**src/design/tkhc_pkg.sv**
```systemverilog
// Types and constants of the top-k hit collector.
package tkhc_pkg;

    localparam int MAX_HITS = 16;
    localparam int IDX_W    = (MAX_HITS > 1) ? $clog2(MAX_HITS) : 1;
    localparam int CNT_W    = $clog2(MAX_HITS + 1);

    localparam int DOC_W    = 32;
    localparam int KEY_W    = 64;
    localparam int ARR_W    = 32;
    localparam int WANT_W   = 7;
    localparam int CMP_W    = KEY_W + ARR_W;

    localparam logic CMD_ADD  = 1'b0;
    localparam logic CMD_DUMP = 1'b1;

    localparam logic REG_WANTED = 1'b0;
    localparam logic REG_MODE   = 1'b1;

    localparam logic MODE_RANK = 1'b0;
    localparam logic MODE_SORT = 1'b1;

    localparam logic [WANT_W-1:0] WANTED_RESET = 7'd16;

    typedef enum logic [2:0] {
        S_IDLE,
        S_ADD,
        S_ADD_SCAN,
        S_ADD_DECIDE,
        S_DUMP,
        S_DUMP_SCAN,
        S_DUMP_EMIT
    } t_state;

endpackage

```
**src/design/top_k_hit_collector_unit.sv**
```systemverilog
// Top-k hit collector: keeps the best hits of a stream, reports them on demand.
// Commands are taken when start is high and busy is low; every result shows on the
// o_ result ports for one cycle with o_strobe high and cannot be held off, so the
// receiver must take it then. An add needs no scan when the store has room (or
// capacity is zero); else, with n held hits (n at most 16 at the default 16 slots),
// one comparator walks the slot registers one slot per cycle to find the worst held
// hit, then decides on the new hit. An add gives one result. For each reported hit
// a dump walks all n slots to pick the next one in arrival order, then shows it
// in its own emit state; an empty store gives a single result with o_valid_res low.
// The configuration channel is ready only while the block is idle.
module top_k_hit_collector_unit (
    input  logic                        i_clk,
    input  logic                        i_rst_n,
    input  logic                        start,
    output logic                        busy,
    input  logic                        i_command,
    input  logic [tkhc_pkg::DOC_W-1:0]  i_doc_id,
    input  logic [tkhc_pkg::KEY_W-1:0]  i_sort_key,
    output logic                        o_strobe,
    output logic                        o_accepted,
    output logic                        o_valid_res,
    output logic [tkhc_pkg::ARR_W-1:0]  o_best_index,
    output logic [tkhc_pkg::DOC_W-1:0]  o_best_doc_id,
    output logic [tkhc_pkg::KEY_W-1:0]  o_best_key,
    output logic                        o_last,
    input  logic                        i_cfg_valid,
    output logic                        o_cfg_ready,
    input  logic                        i_cfg_index,
    input  logic [tkhc_pkg::WANT_W-1:0] i_cfg_data
);

    localparam int IDX_W = tkhc_pkg::IDX_W;
    localparam int CNT_W = tkhc_pkg::CNT_W;
    localparam int KEY_W = tkhc_pkg::KEY_W;
    localparam int ARR_W = tkhc_pkg::ARR_W;
    localparam int DOC_W = tkhc_pkg::DOC_W;
    localparam int CMP_W = tkhc_pkg::CMP_W;

    tkhc_pkg::t_state r_state, n_state;

    // configuration
    logic [tkhc_pkg::WANT_W-1:0] r_wanted;
    logic                        r_mode;

    // store
    logic [ARR_W-1:0] r_slot_idx [tkhc_pkg::MAX_HITS];
    logic [DOC_W-1:0] r_slot_doc [tkhc_pkg::MAX_HITS];
    logic [KEY_W-1:0] r_slot_key [tkhc_pkg::MAX_HITS];
    logic [CNT_W-1:0] r_count, n_count;
    logic [ARR_W-1:0] r_arrival, n_arrival;

    // latched command
    logic [ARR_W-1:0] r_in_idx, n_in_idx;
    logic [DOC_W-1:0] r_in_doc, n_in_doc;
    logic [KEY_W-1:0] r_in_key, n_in_key;

    // scan state: candidate is the worst hit on add, the next hit to report on dump
    logic [IDX_W-1:0] r_ptr, n_ptr;
    logic [ARR_W-1:0] r_c_idx, n_c_idx;
    logic [DOC_W-1:0] r_c_doc, n_c_doc;
    logic [KEY_W-1:0] r_c_key, n_c_key;
    logic [IDX_W-1:0] r_c_slot, n_c_slot;
    logic             r_found, n_found;
    logic             r_have_prev, n_have_prev;
    logic [ARR_W-1:0] r_prev_idx, n_prev_idx;
    logic [IDX_W-1:0] r_prev_slot, n_prev_slot;
    logic [CNT_W-1:0] r_emit, n_emit;

    // result register
    logic             r_o_strobe, n_o_strobe;
    logic             r_o_acc, n_o_acc;
    logic             r_o_valid, n_o_valid;
    logic [ARR_W-1:0] r_o_idx, n_o_idx;
    logic [DOC_W-1:0] r_o_doc, n_o_doc;
    logic [KEY_W-1:0] r_o_key, n_o_key;
    logic             r_o_last, n_o_last;

    logic             slot_we;
    logic [IDX_W-1:0] slot_addr;

    logic [ARR_W-1:0] rd_idx;
    logic [DOC_W-1:0] rd_doc;
    logic [KEY_W-1:0] rd_key;

    logic [CNT_W-1:0] cap;
    logic             ptr_last;
    logic             emit_last;
    logic             eligible;

    // shared comparator
    logic [CMP_W-1:0] cmp_a, cmp_b;
    logic             cmp_gt;

    // maps a key so that a larger mapped value is a worse hit
    function automatic logic [KEY_W-1:0] worse_key(input logic mode,
                                                   input logic [KEY_W-1:0] k);
        return (mode == tkhc_pkg::MODE_SORT) ? k : ~k;
    endfunction

    assign rd_idx = r_slot_idx[r_ptr];
    assign rd_doc = r_slot_doc[r_ptr];
    assign rd_key = r_slot_key[r_ptr];

    assign cap = (r_wanted > tkhc_pkg::WANT_W'(tkhc_pkg::MAX_HITS))
               ? CNT_W'(tkhc_pkg::MAX_HITS) : r_wanted[CNT_W-1:0];
    assign ptr_last  = (CNT_W'(r_ptr) == (r_count - CNT_W'(1)));
    assign emit_last = ((r_emit + CNT_W'(1)) == r_count);
    assign eligible  = !r_have_prev || ({rd_idx, r_ptr} > {r_prev_idx, r_prev_slot});
    assign cmp_gt    = cmp_a > cmp_b;

    assign busy          = (r_state != tkhc_pkg::S_IDLE);
    assign o_cfg_ready   = !busy;
    assign o_strobe      = r_o_strobe;
    assign o_accepted    = r_o_acc;
    assign o_valid_res   = r_o_valid;
    assign o_best_index  = r_o_idx;
    assign o_best_doc_id = r_o_doc;
    assign o_best_key    = r_o_key;
    assign o_last        = r_o_last;

    always_comb begin
        n_state = r_state;
        case (r_state)
            tkhc_pkg::S_IDLE: begin
                if (start) begin
                    n_state = (i_command == tkhc_pkg::CMD_DUMP)
                            ? tkhc_pkg::S_DUMP : tkhc_pkg::S_ADD;
                end
            end
            tkhc_pkg::S_ADD: begin
                if (r_count < cap || cap == '0 || r_count == '0) begin
                    n_state = tkhc_pkg::S_IDLE;
                end else if (r_count == CNT_W'(1)) begin
                    n_state = tkhc_pkg::S_ADD_DECIDE;
                end else begin
                    n_state = tkhc_pkg::S_ADD_SCAN;
                end
            end
            tkhc_pkg::S_ADD_SCAN: begin
                if (ptr_last) begin
                    n_state = tkhc_pkg::S_ADD_DECIDE;
                end
            end
            tkhc_pkg::S_ADD_DECIDE: n_state = tkhc_pkg::S_IDLE;
            tkhc_pkg::S_DUMP: begin
                n_state = (r_count == '0) ? tkhc_pkg::S_IDLE : tkhc_pkg::S_DUMP_SCAN;
            end
            tkhc_pkg::S_DUMP_SCAN: begin
                if (ptr_last) begin
                    n_state = tkhc_pkg::S_DUMP_EMIT;
                end
            end
            tkhc_pkg::S_DUMP_EMIT: begin
                n_state = emit_last ? tkhc_pkg::S_IDLE : tkhc_pkg::S_DUMP_SCAN;
            end
            default: n_state = tkhc_pkg::S_IDLE;
        endcase
    end

    always_comb begin
        n_count     = r_count;
        n_arrival   = r_arrival;
        n_in_idx    = r_in_idx;
        n_in_doc    = r_in_doc;
        n_in_key    = r_in_key;
        n_ptr       = r_ptr;
        n_c_idx     = r_c_idx;
        n_c_doc     = r_c_doc;
        n_c_key     = r_c_key;
        n_c_slot    = r_c_slot;
        n_found     = r_found;
        n_have_prev = r_have_prev;
        n_prev_idx  = r_prev_idx;
        n_prev_slot = r_prev_slot;
        n_emit      = r_emit;
        n_o_strobe  = 1'b0;
        n_o_acc     = r_o_acc;
        n_o_valid   = r_o_valid;
        n_o_idx     = r_o_idx;
        n_o_doc     = r_o_doc;
        n_o_key     = r_o_key;
        n_o_last    = r_o_last;
        slot_we     = 1'b0;
        slot_addr   = r_ptr;
        cmp_a       = '0;
        cmp_b       = '0;

        case (r_state)
            tkhc_pkg::S_IDLE: begin
                if (start) begin
                    n_in_idx = r_arrival;
                    n_in_doc = i_doc_id;
                    n_in_key = i_sort_key;
                    n_ptr    = '0;
                end
            end
            tkhc_pkg::S_ADD: begin
                n_arrival = r_arrival + ARR_W'(1);
                n_o_idx   = r_in_idx;
                n_o_doc   = r_in_doc;
                n_o_key   = r_in_key;
                n_o_valid = 1'b0;
                n_o_last  = 1'b1;
                if (r_count < cap) begin
                    slot_we    = 1'b1;
                    slot_addr  = r_count[IDX_W-1:0];
                    n_count    = r_count + CNT_W'(1);
                    n_o_acc    = 1'b1;
                    n_o_strobe = 1'b1;
                end else if (cap == '0 || r_count == '0) begin
                    n_o_acc    = 1'b0;
                    n_o_strobe = 1'b1;
                end else begin
                    // slot 0 seeds the worst-hit search
                    n_c_idx  = rd_idx;
                    n_c_key  = rd_key;
                    n_c_slot = '0;
                    n_ptr    = IDX_W'(1);
                end
            end
            tkhc_pkg::S_ADD_SCAN: begin
                cmp_a = {worse_key(r_mode, rd_key), rd_idx};
                cmp_b = {worse_key(r_mode, r_c_key), r_c_idx};
                if (cmp_gt) begin
                    n_c_idx  = rd_idx;
                    n_c_key  = rd_key;
                    n_c_slot = r_ptr;
                end
                n_ptr = ptr_last ? '0 : r_ptr + IDX_W'(1);
            end
            tkhc_pkg::S_ADD_DECIDE: begin
                // key alone decides: a tie loses to the held hit
                cmp_a = {worse_key(r_mode, r_c_key), ARR_W'(0)};
                cmp_b = {worse_key(r_mode, r_in_key), ARR_W'(0)};
                slot_we    = cmp_gt;
                slot_addr  = r_c_slot;
                n_o_acc    = cmp_gt;
                n_o_strobe = 1'b1;
                n_ptr      = '0;
            end
            tkhc_pkg::S_DUMP: begin
                n_have_prev = 1'b0;
                n_found     = 1'b0;
                n_emit      = '0;
                n_ptr       = '0;
                if (r_count == '0) begin
                    n_o_strobe = 1'b1;
                    n_o_acc    = 1'b0;
                    n_o_valid  = 1'b0;
                    n_o_idx    = '0;
                    n_o_doc    = '0;
                    n_o_key    = '0;
                    n_o_last   = 1'b1;
                end
            end
            tkhc_pkg::S_DUMP_SCAN: begin
                // next in (arrival index, slot) order after the last reported hit
                cmp_a = {KEY_W'(0), r_c_idx};
                cmp_b = {KEY_W'(0), rd_idx};
                if (eligible && (!r_found || cmp_gt)) begin
                    n_c_idx  = rd_idx;
                    n_c_doc  = rd_doc;
                    n_c_key  = rd_key;
                    n_c_slot = r_ptr;
                    n_found  = 1'b1;
                end
                n_ptr = ptr_last ? '0 : r_ptr + IDX_W'(1);
            end
            tkhc_pkg::S_DUMP_EMIT: begin
                n_o_strobe  = 1'b1;
                n_o_acc     = 1'b0;
                n_o_valid   = 1'b1;
                n_o_idx     = r_c_idx;
                n_o_doc     = r_c_doc;
                n_o_key     = r_c_key;
                n_o_last    = emit_last;
                n_prev_idx  = r_c_idx;
                n_prev_slot = r_c_slot;
                n_have_prev = 1'b1;
                n_found     = 1'b0;
                n_emit      = r_emit + CNT_W'(1);
                n_ptr       = '0;
            end
            default: begin
                n_ptr = '0;
            end
        endcase
    end

    always_ff @(posedge i_clk) begin
        if (!i_rst_n) begin
            r_state     <= tkhc_pkg::S_IDLE;
            r_wanted    <= tkhc_pkg::WANTED_RESET;
            r_mode      <= tkhc_pkg::MODE_RANK;
            r_count     <= '0;
            r_arrival   <= '0;
            r_ptr       <= '0;
            r_found     <= 1'b0;
            r_have_prev <= 1'b0;
            r_emit      <= '0;
            r_o_strobe  <= 1'b0;
        end else begin
            r_state     <= n_state;
            r_count     <= n_count;
            r_arrival   <= n_arrival;
            r_ptr       <= n_ptr;
            r_found     <= n_found;
            r_have_prev <= n_have_prev;
            r_emit      <= n_emit;
            r_o_strobe  <= n_o_strobe;
            if (i_cfg_valid && o_cfg_ready) begin
                case (i_cfg_index)
                    tkhc_pkg::REG_WANTED: r_wanted <= i_cfg_data;
                    tkhc_pkg::REG_MODE:   r_mode   <= i_cfg_data[0];
                    default: ;
                endcase
            end
        end
    end

    always_ff @(posedge i_clk) begin
        r_in_idx    <= n_in_idx;
        r_in_doc    <= n_in_doc;
        r_in_key    <= n_in_key;
        r_c_idx     <= n_c_idx;
        r_c_doc     <= n_c_doc;
        r_c_key     <= n_c_key;
        r_c_slot    <= n_c_slot;
        r_prev_idx  <= n_prev_idx;
        r_prev_slot <= n_prev_slot;
        r_o_acc     <= n_o_acc;
        r_o_valid   <= n_o_valid;
        r_o_idx     <= n_o_idx;
        r_o_doc     <= n_o_doc;
        r_o_key     <= n_o_key;
        r_o_last    <= n_o_last;
        if (slot_we) begin
            r_slot_idx[slot_addr] <= r_in_idx;
            r_slot_doc[slot_addr] <= r_in_doc;
            r_slot_key[slot_addr] <= r_in_key;
        end
    end

endmodule

```
**config.mk**
```make
export PLATFORM = sky130hd
export DESIGN_NAME = top_k_hit_collector_unit
export DESIGN_NICKNAME = d
export VERILOG_FILES = /design/src/design/tkhc_pkg.sv /design/src/design/top_k_hit_collector_unit.sv
export SDC_FILE = /design/constraint.sdc
export NUM_CORES = 2
export LEC_CHECK = 0
export BUFFER_PORTS_ARGS = -buffer_cell sky130_fd_sc_hd__buf_4
export CAP_MARGIN = 20
export CORE_ASPECT_RATIO = 0.5
export CORE_UTILIZATION = 30
export CTS_BUF_LIST = sky130_fd_sc_hd__clkbuf_2 sky130_fd_sc_hd__clkbuf_4 sky130_fd_sc_hd__clkbuf_8
export DETAILED_ROUTE_END_ITERATION = 12
export PLACE_DENSITY = 0.44
export SETUP_SLACK_MARGIN = 0.4
export SYNTH_ARGS = -nofsm -noshare
export SYNTH_HDL_FRONTEND = slang
export SYNTH_SLANG_ARGS = --single-unit
export TNS_END_PERCENT = 20
```
**constraint.sdc**
```tcl
create_clock -name i_clk -period 43.9 [get_ports i_clk]
set_input_delay 2.195 -clock i_clk [delete_from_list [all_inputs] [get_ports i_clk]]
set_output_delay 2.195 -clock i_clk [all_outputs]
set_load 0.02 [all_outputs]
```
Word level (Yosys, flattened, before mapping)
Memory sizes are Yosys's and may differ from the RTL's. A register that Yosys moved wholly into a read port is not among the register bits.
Index checks and enable logic that the tools add are counted.
{"block": "totals", "mem_count": 3, "inputBits": 109, "ramBits": 2048, "reg_bits": 455, "out_inout_bits": 134}
{"memory": "r_slot_key", "words": 16, "width": 64, "rd": 1, "rd_ports_with_merged_regs": 1, "wr": 1, "line": "top_k_hit_collector_unit.sv:48", "text": "logic [KEY_W-1:0] r_slot_key [tkhc_pkg::MAX_HITS];"}
{"memory": "r_slot_doc", "words": 16, "width": 32, "rd": 1, "rd_ports_with_merged_regs": 1, "wr": 1, "line": "top_k_hit_collector_unit.sv:47", "text": "logic [DOC_W-1:0] r_slot_doc [tkhc_pkg::MAX_HITS];"}
{"memory": "r_slot_idx", "words": 16, "width": 32, "rd": 1, "rd_ports_with_merged_regs": 1, "wr": 1, "line": "top_k_hit_collector_unit.sv:46", "text": "logic [ARR_W-1:0] r_slot_idx [tkhc_pkg::MAX_HITS];"}
{"block": "op_classes", "n_mux": 65, "magnitude_cmp": 4, "n_eq_ne": 18, "n_reduce_logical": 33, "bitwise": 4, "add_sub_neg": 5}
{"cell": "$pmux W96 S3", "n": 2}
{"cell": "$mux W64", "n": 8}
{"cell": "$pmux W64 S3", "n": 2}
{"cell": "$pmux W32 S3", "n": 3}
{"cell": "$not A64 Y64", "n": 3}
{"cell": "$mux W32", "n": 5}
{"cell": "$gt A96 B96 Y1", "n": 1}
{"cell": "$mux W4", "n": 13}
{"cell": "$gt A36 B36 Y1", "n": 1}
{"cell": "$add A32 B1 Y32 const B", "n": 1}
{"cell": "$pmux W4 S3", "n": 2}
{"cell": "$mux W3", "n": 6}
{"cell": "$pmux W3 S6", "n": 1}
{"cell": "$ne A2 B2 Y1 const B", "n": 8}
{"cell": "$reduce_and A2 Y1", "n": 7}
{"cell": "$mux W1", "n": 12}
{"cell": "$add A5 B1 Y5 const B", "n": 2}
{"cell": "$logic_not A5 Y1", "n": 2}
{"cell": "$pmux W5 S2", "n": 1}
{"cell": "$eq A3 B3 Y1 const B", "n": 3}
{"cell": "$pmux W1 S3", "n": 3}
{"cell": "$reduce_and A3 Y1", "n": 3}
{"cell": "$reduce_bool A3 Y1", "n": 3}
{"cell": "$pmux W4 S2", "n": 1}
{"cell": "other kinds (23)", "n": 36}

Longest topological paths before layout
{"block": "logic_depth", "depth_word": 9, "depth_mapped": 18, "mapped_depth_nobuf": 14}

Least setup slack after synthesis
Ideal clock, no wire load.
{"block": "synth_timing", "path_kind": "register -> register", "startpoint": "register with a tool-made name", "endpoint": "memory r_slot_doc[2][0] (enable)", "path_slack_ps": 25087, "path_stages_with_launch": 18, "t_arrival_ps": 17840, "period_less_slack_ps": 18813, "t_required_ps": 42927, "cell_sequence": "dfxtp_1 -> clkbuf_1 -> clkbuf_1 -> buf_1 -> mux4_2 -> mux4_2 -> mux2i_1 -> xnor2_1 -> nor2_1 -> ha_1 -> nand4_2 -> or4_1 -> or4_1 -> or3_1 -> o32a_1 -> nand3_2 -> a31oi_4 -> nor4b_1"}
{"item": "to (decl)", "line": "top_k_hit_collector_unit.sv:47"}

==> impl_metrics.tcl <==
set metrics [dict create \
    endpoint_kind "register" \
    r2r_slack_ps 34140 \
    cp.depth 20 \
    coreArea_sq_um 335000 \
    synthCells 5009 \
    crit_family "buffers and inverters" \
    ir_drop_mv 0.0220 \
    criticalPathCategory "register to register" \
    ant_nets 0 \
    crit_required_ps 44510 \
    numCtsBuffers 400 \
    synth_seq_area_share_pct 74.6 \
    power_mw 5.07 \
    critPathCapture "r_slot_key[7][45]" \
    cts_setup_buffers 0 \
    whs_path_depth 0 \
    gp_congestion 0.768 \
    final_net_count 5739 \
    cap_viol_max_count 0 \
    max-slew-margin-rel_pct 10.2 \
    cp.buffers_inverters 6 \
    synth_edf_count 2475 \
    post-route-util_pct 34.9 \
    reg2reg_depth 20 \
    clock_latency_ps 1030 \
    finalCritPeriodShare_pct 22.2 \
    cts_tree "done" \
    slew_viol_final 0 \
    syn2layout_area_growth_pct 15.3 \
    antenna_found_initial 11 \
    cts_root_buf "clkbuf_8" \
    cts.sinks 2539 \
    synthesis.area_sq_um 101000 \
    yosysWarningCount 0 \
    syn_avg_cell_area_sq_um 20.2 \
    slowest_delay_ps 870 \
    drc 0 \
    synth_top_area_share_pct 73.4 \
    critPathArrivalTime_ps 10370 \
    port_buffers 242 \
    place_area_sq_um 109000 \
    layout-drive-gt1-share_pct 28.5 \
    skew_ps 63.5 \
    synth_area_leaders "edfxtp_1 73%, mux4_2 14%, ha_1 1.8%, nand2_1 1.5%, mux2i_1 1.4%" \
    rsz0062_at_grt "false" \
    cp-start-kind "register" \
    clockBufferDepth 4 \
    cts.clk_slew.worst_paths_ps 60 \
    finalSetupTns_ps 0 \
    rows 150 \
    synth.largest_area_cell "edfxtp_1" \
    crit_top_cell "buf_4" \
    routedWlPerCell_um 27.5 \
    viasPerCell 4.91 \
    fmax_mhz 102 \
    die_w_um 824 \
    final_hold_viol_count 0 \
    setup_viol 0 \
    async_flop_share_pct 0 \
    dieHeight_um 413 \
    grt_pass1_wl_um 401000 \
    ctsHoldBuffers 0 \
    die_area_sq_um 340000 \
    ys_types 61 \
    layout_min_cycle_time_ps 9760 \
    post_cts.resized_instances 0 \
    dr.pass1.iters 5 \
    slowest_stage "buf_4" \
    ys_seq_elements 2539 \
    synth_flop_cell "edfxtp_1" \
    routed_wl_um 284000 \
    via_count 50600 \
    p_leak_nw 36.3 \
    grt-ovfl-total 0 \
    final_cell_mix "2,475 x edfxtp_1, 640 x mux4_2, 414 x clkbuf_8" \
    synth_fp_nets 5261 \
    grt_max_degree 137 \
    outcome "completed" \
    crit_fanout 45 \
    ios 243 \
    drt_iter0_drc 4116 \
    htreeDepth 5 \
    hpwl_um 156000 \
    tightest_slew_ps 1350 \
    hold_path_class "register to register" \
    path_cells "buf_4, buf_4, buf_4, buf_16, mux4_2, mux4_2, mux2i_1, xnor2_1, nor2_1, ha_1, nand4_1, or4_1, or4_1, or3_1, o32a_1, nand3_2, a31oi_4, nor4_2, buf_4, buf_4" \
    timing.rr.end "r_slot_key[7][45]" \
    grt_pass1_vias 53700 \
    p_per_area_nw_per_um2 43.5 \
    start_util_pct 30.2 \
    final_common_cell "edfxtp_1" \
    grt_util_all_layers_pct 16.3 \
    fin_area_sq_um 117000 \
]
[per-layer routing]
| metal | routed length, um | global-route usage (%) | part of all wire, % | vias up |
|---|---|---|---|---|
| met5 | 13 | 0 | 0.0046 | - |
| met4 | 6150 | 4.11 | 2.2 | 2 |
| met3 | 11800 | 2.37 | 4.2 | 409 |
| met2 | 140000 | 27.6 | 49 | 1251 |
| met1 | 125000 | 22.1 | 44 | 27500 |
| li1 | - | - | - | 21400 |
[kinds of logic after synthesis]
family                   Yosys count  synth area share (%)
AO/OA/AOI/OAI                    347                  2.10
XOR/XNOR                         174                  1.50
adder cells (fa/ha/maj)          143                  1.77
buffers and inverters            315                  1.18
flip-flops                      2539                  74.6
multiplexers                     779                  15.6
AND/OR/NAND/NOR                  712                  3.20
[worst reg2reg max path, stage by stage, from the launching register on]
cell     delay [ps]
dfxtp_4         740
buf_4           760
buf_4           880
buf_4           460
buf_16          340
mux4_2          570
mux4_2          500
mux2i_1         190
xnor2_1         160
nor2_1           70
ha_1            340
nand4_1         150
or4_1           520
or4_1           460
or3_1           330
o32a_1          190
nand3_2         180
a31oi_4         400
nor4_2          440
buf_4           740
buf_4           850
[stage by stage]
stage	setup WS, ps	hold WS [ps]	cells
2_1_floorplan	25090	427	5009
3_3_place_gp	33450	454	9565
3_5_place_dp	33430	459	9568
4_1_cts	33410	445	10300
5_1_grt	33370	472	10300
6_report	34140	445	10300
[worst min path at each step]
stage | startpoint | endpoint
after floorplan | r_c_slot[0] | r_prev_slot[0]
after global placement | r_c_slot[2] | r_prev_slot[2]
after detailed placement | r_arrival[31] | r_in_idx[31]
after CTS | r_arrival[22] | r_in_idx[22]
after global routing | r_arrival[22] | r_in_idx[22]
final | r_arrival[22] | r_in_idx[22]
[report_power, final]
group	leakage, nW	switching (mW)	internal, mW	total (mW)
Sequential	23.0	0.0678	2.73	2.80
Combinational	9.22	0.160	0.0987	0.258
Clock	4.14	0.953	1.07	2.02
Total	36.3	1.18	3.89	5.07
[registers in the layout, indices dropped and copies added (netlist names), 5 cells and up, named ones only]
name / count
r_in_idx: 32
r_wanted: 7
o_best_index: 32
r_in_doc: 32
o_best_key: 64
r_in_key: 64
r_count: 5
r_slot_key: 1024
o_best_doc_id: 32
r_c_doc: 32
r_c_idx: 32
r_prev_idx: 32
r_c_key: 64
r_arrival: 32
r_slot_idx: 512
r_slot_doc: 512
r_emit: 5
[cell usage after synthesis (35+ instances only)]
library cell	number
mux4_2	640
and2_1	37
a21oi_1	59
edfxtp_1	2475
xor2_1	86
mux2i_1	138
nand4_1	36
nor2_1	106
nand2_1	395
buf_1	74
xnor2_1	88
inv_1	48
a22oi_1	35
nand3_1	41
ha_1	143
clkbuf_1	191
dfxtp_1	64
o21ai_0	158
[cell type report]
type                    instances  area (sq um)
repair buffers                343          2800
flip-flops and latches       2539         75600
multi-input cells            2155         24700
fillers                     31200        218000
diodes                          5          12.5
inverters                      48           180
clock buffers                 543          6670
clock inverters               177          1200
well taps                    4484          5610
(Power assumes the default switching activity.)
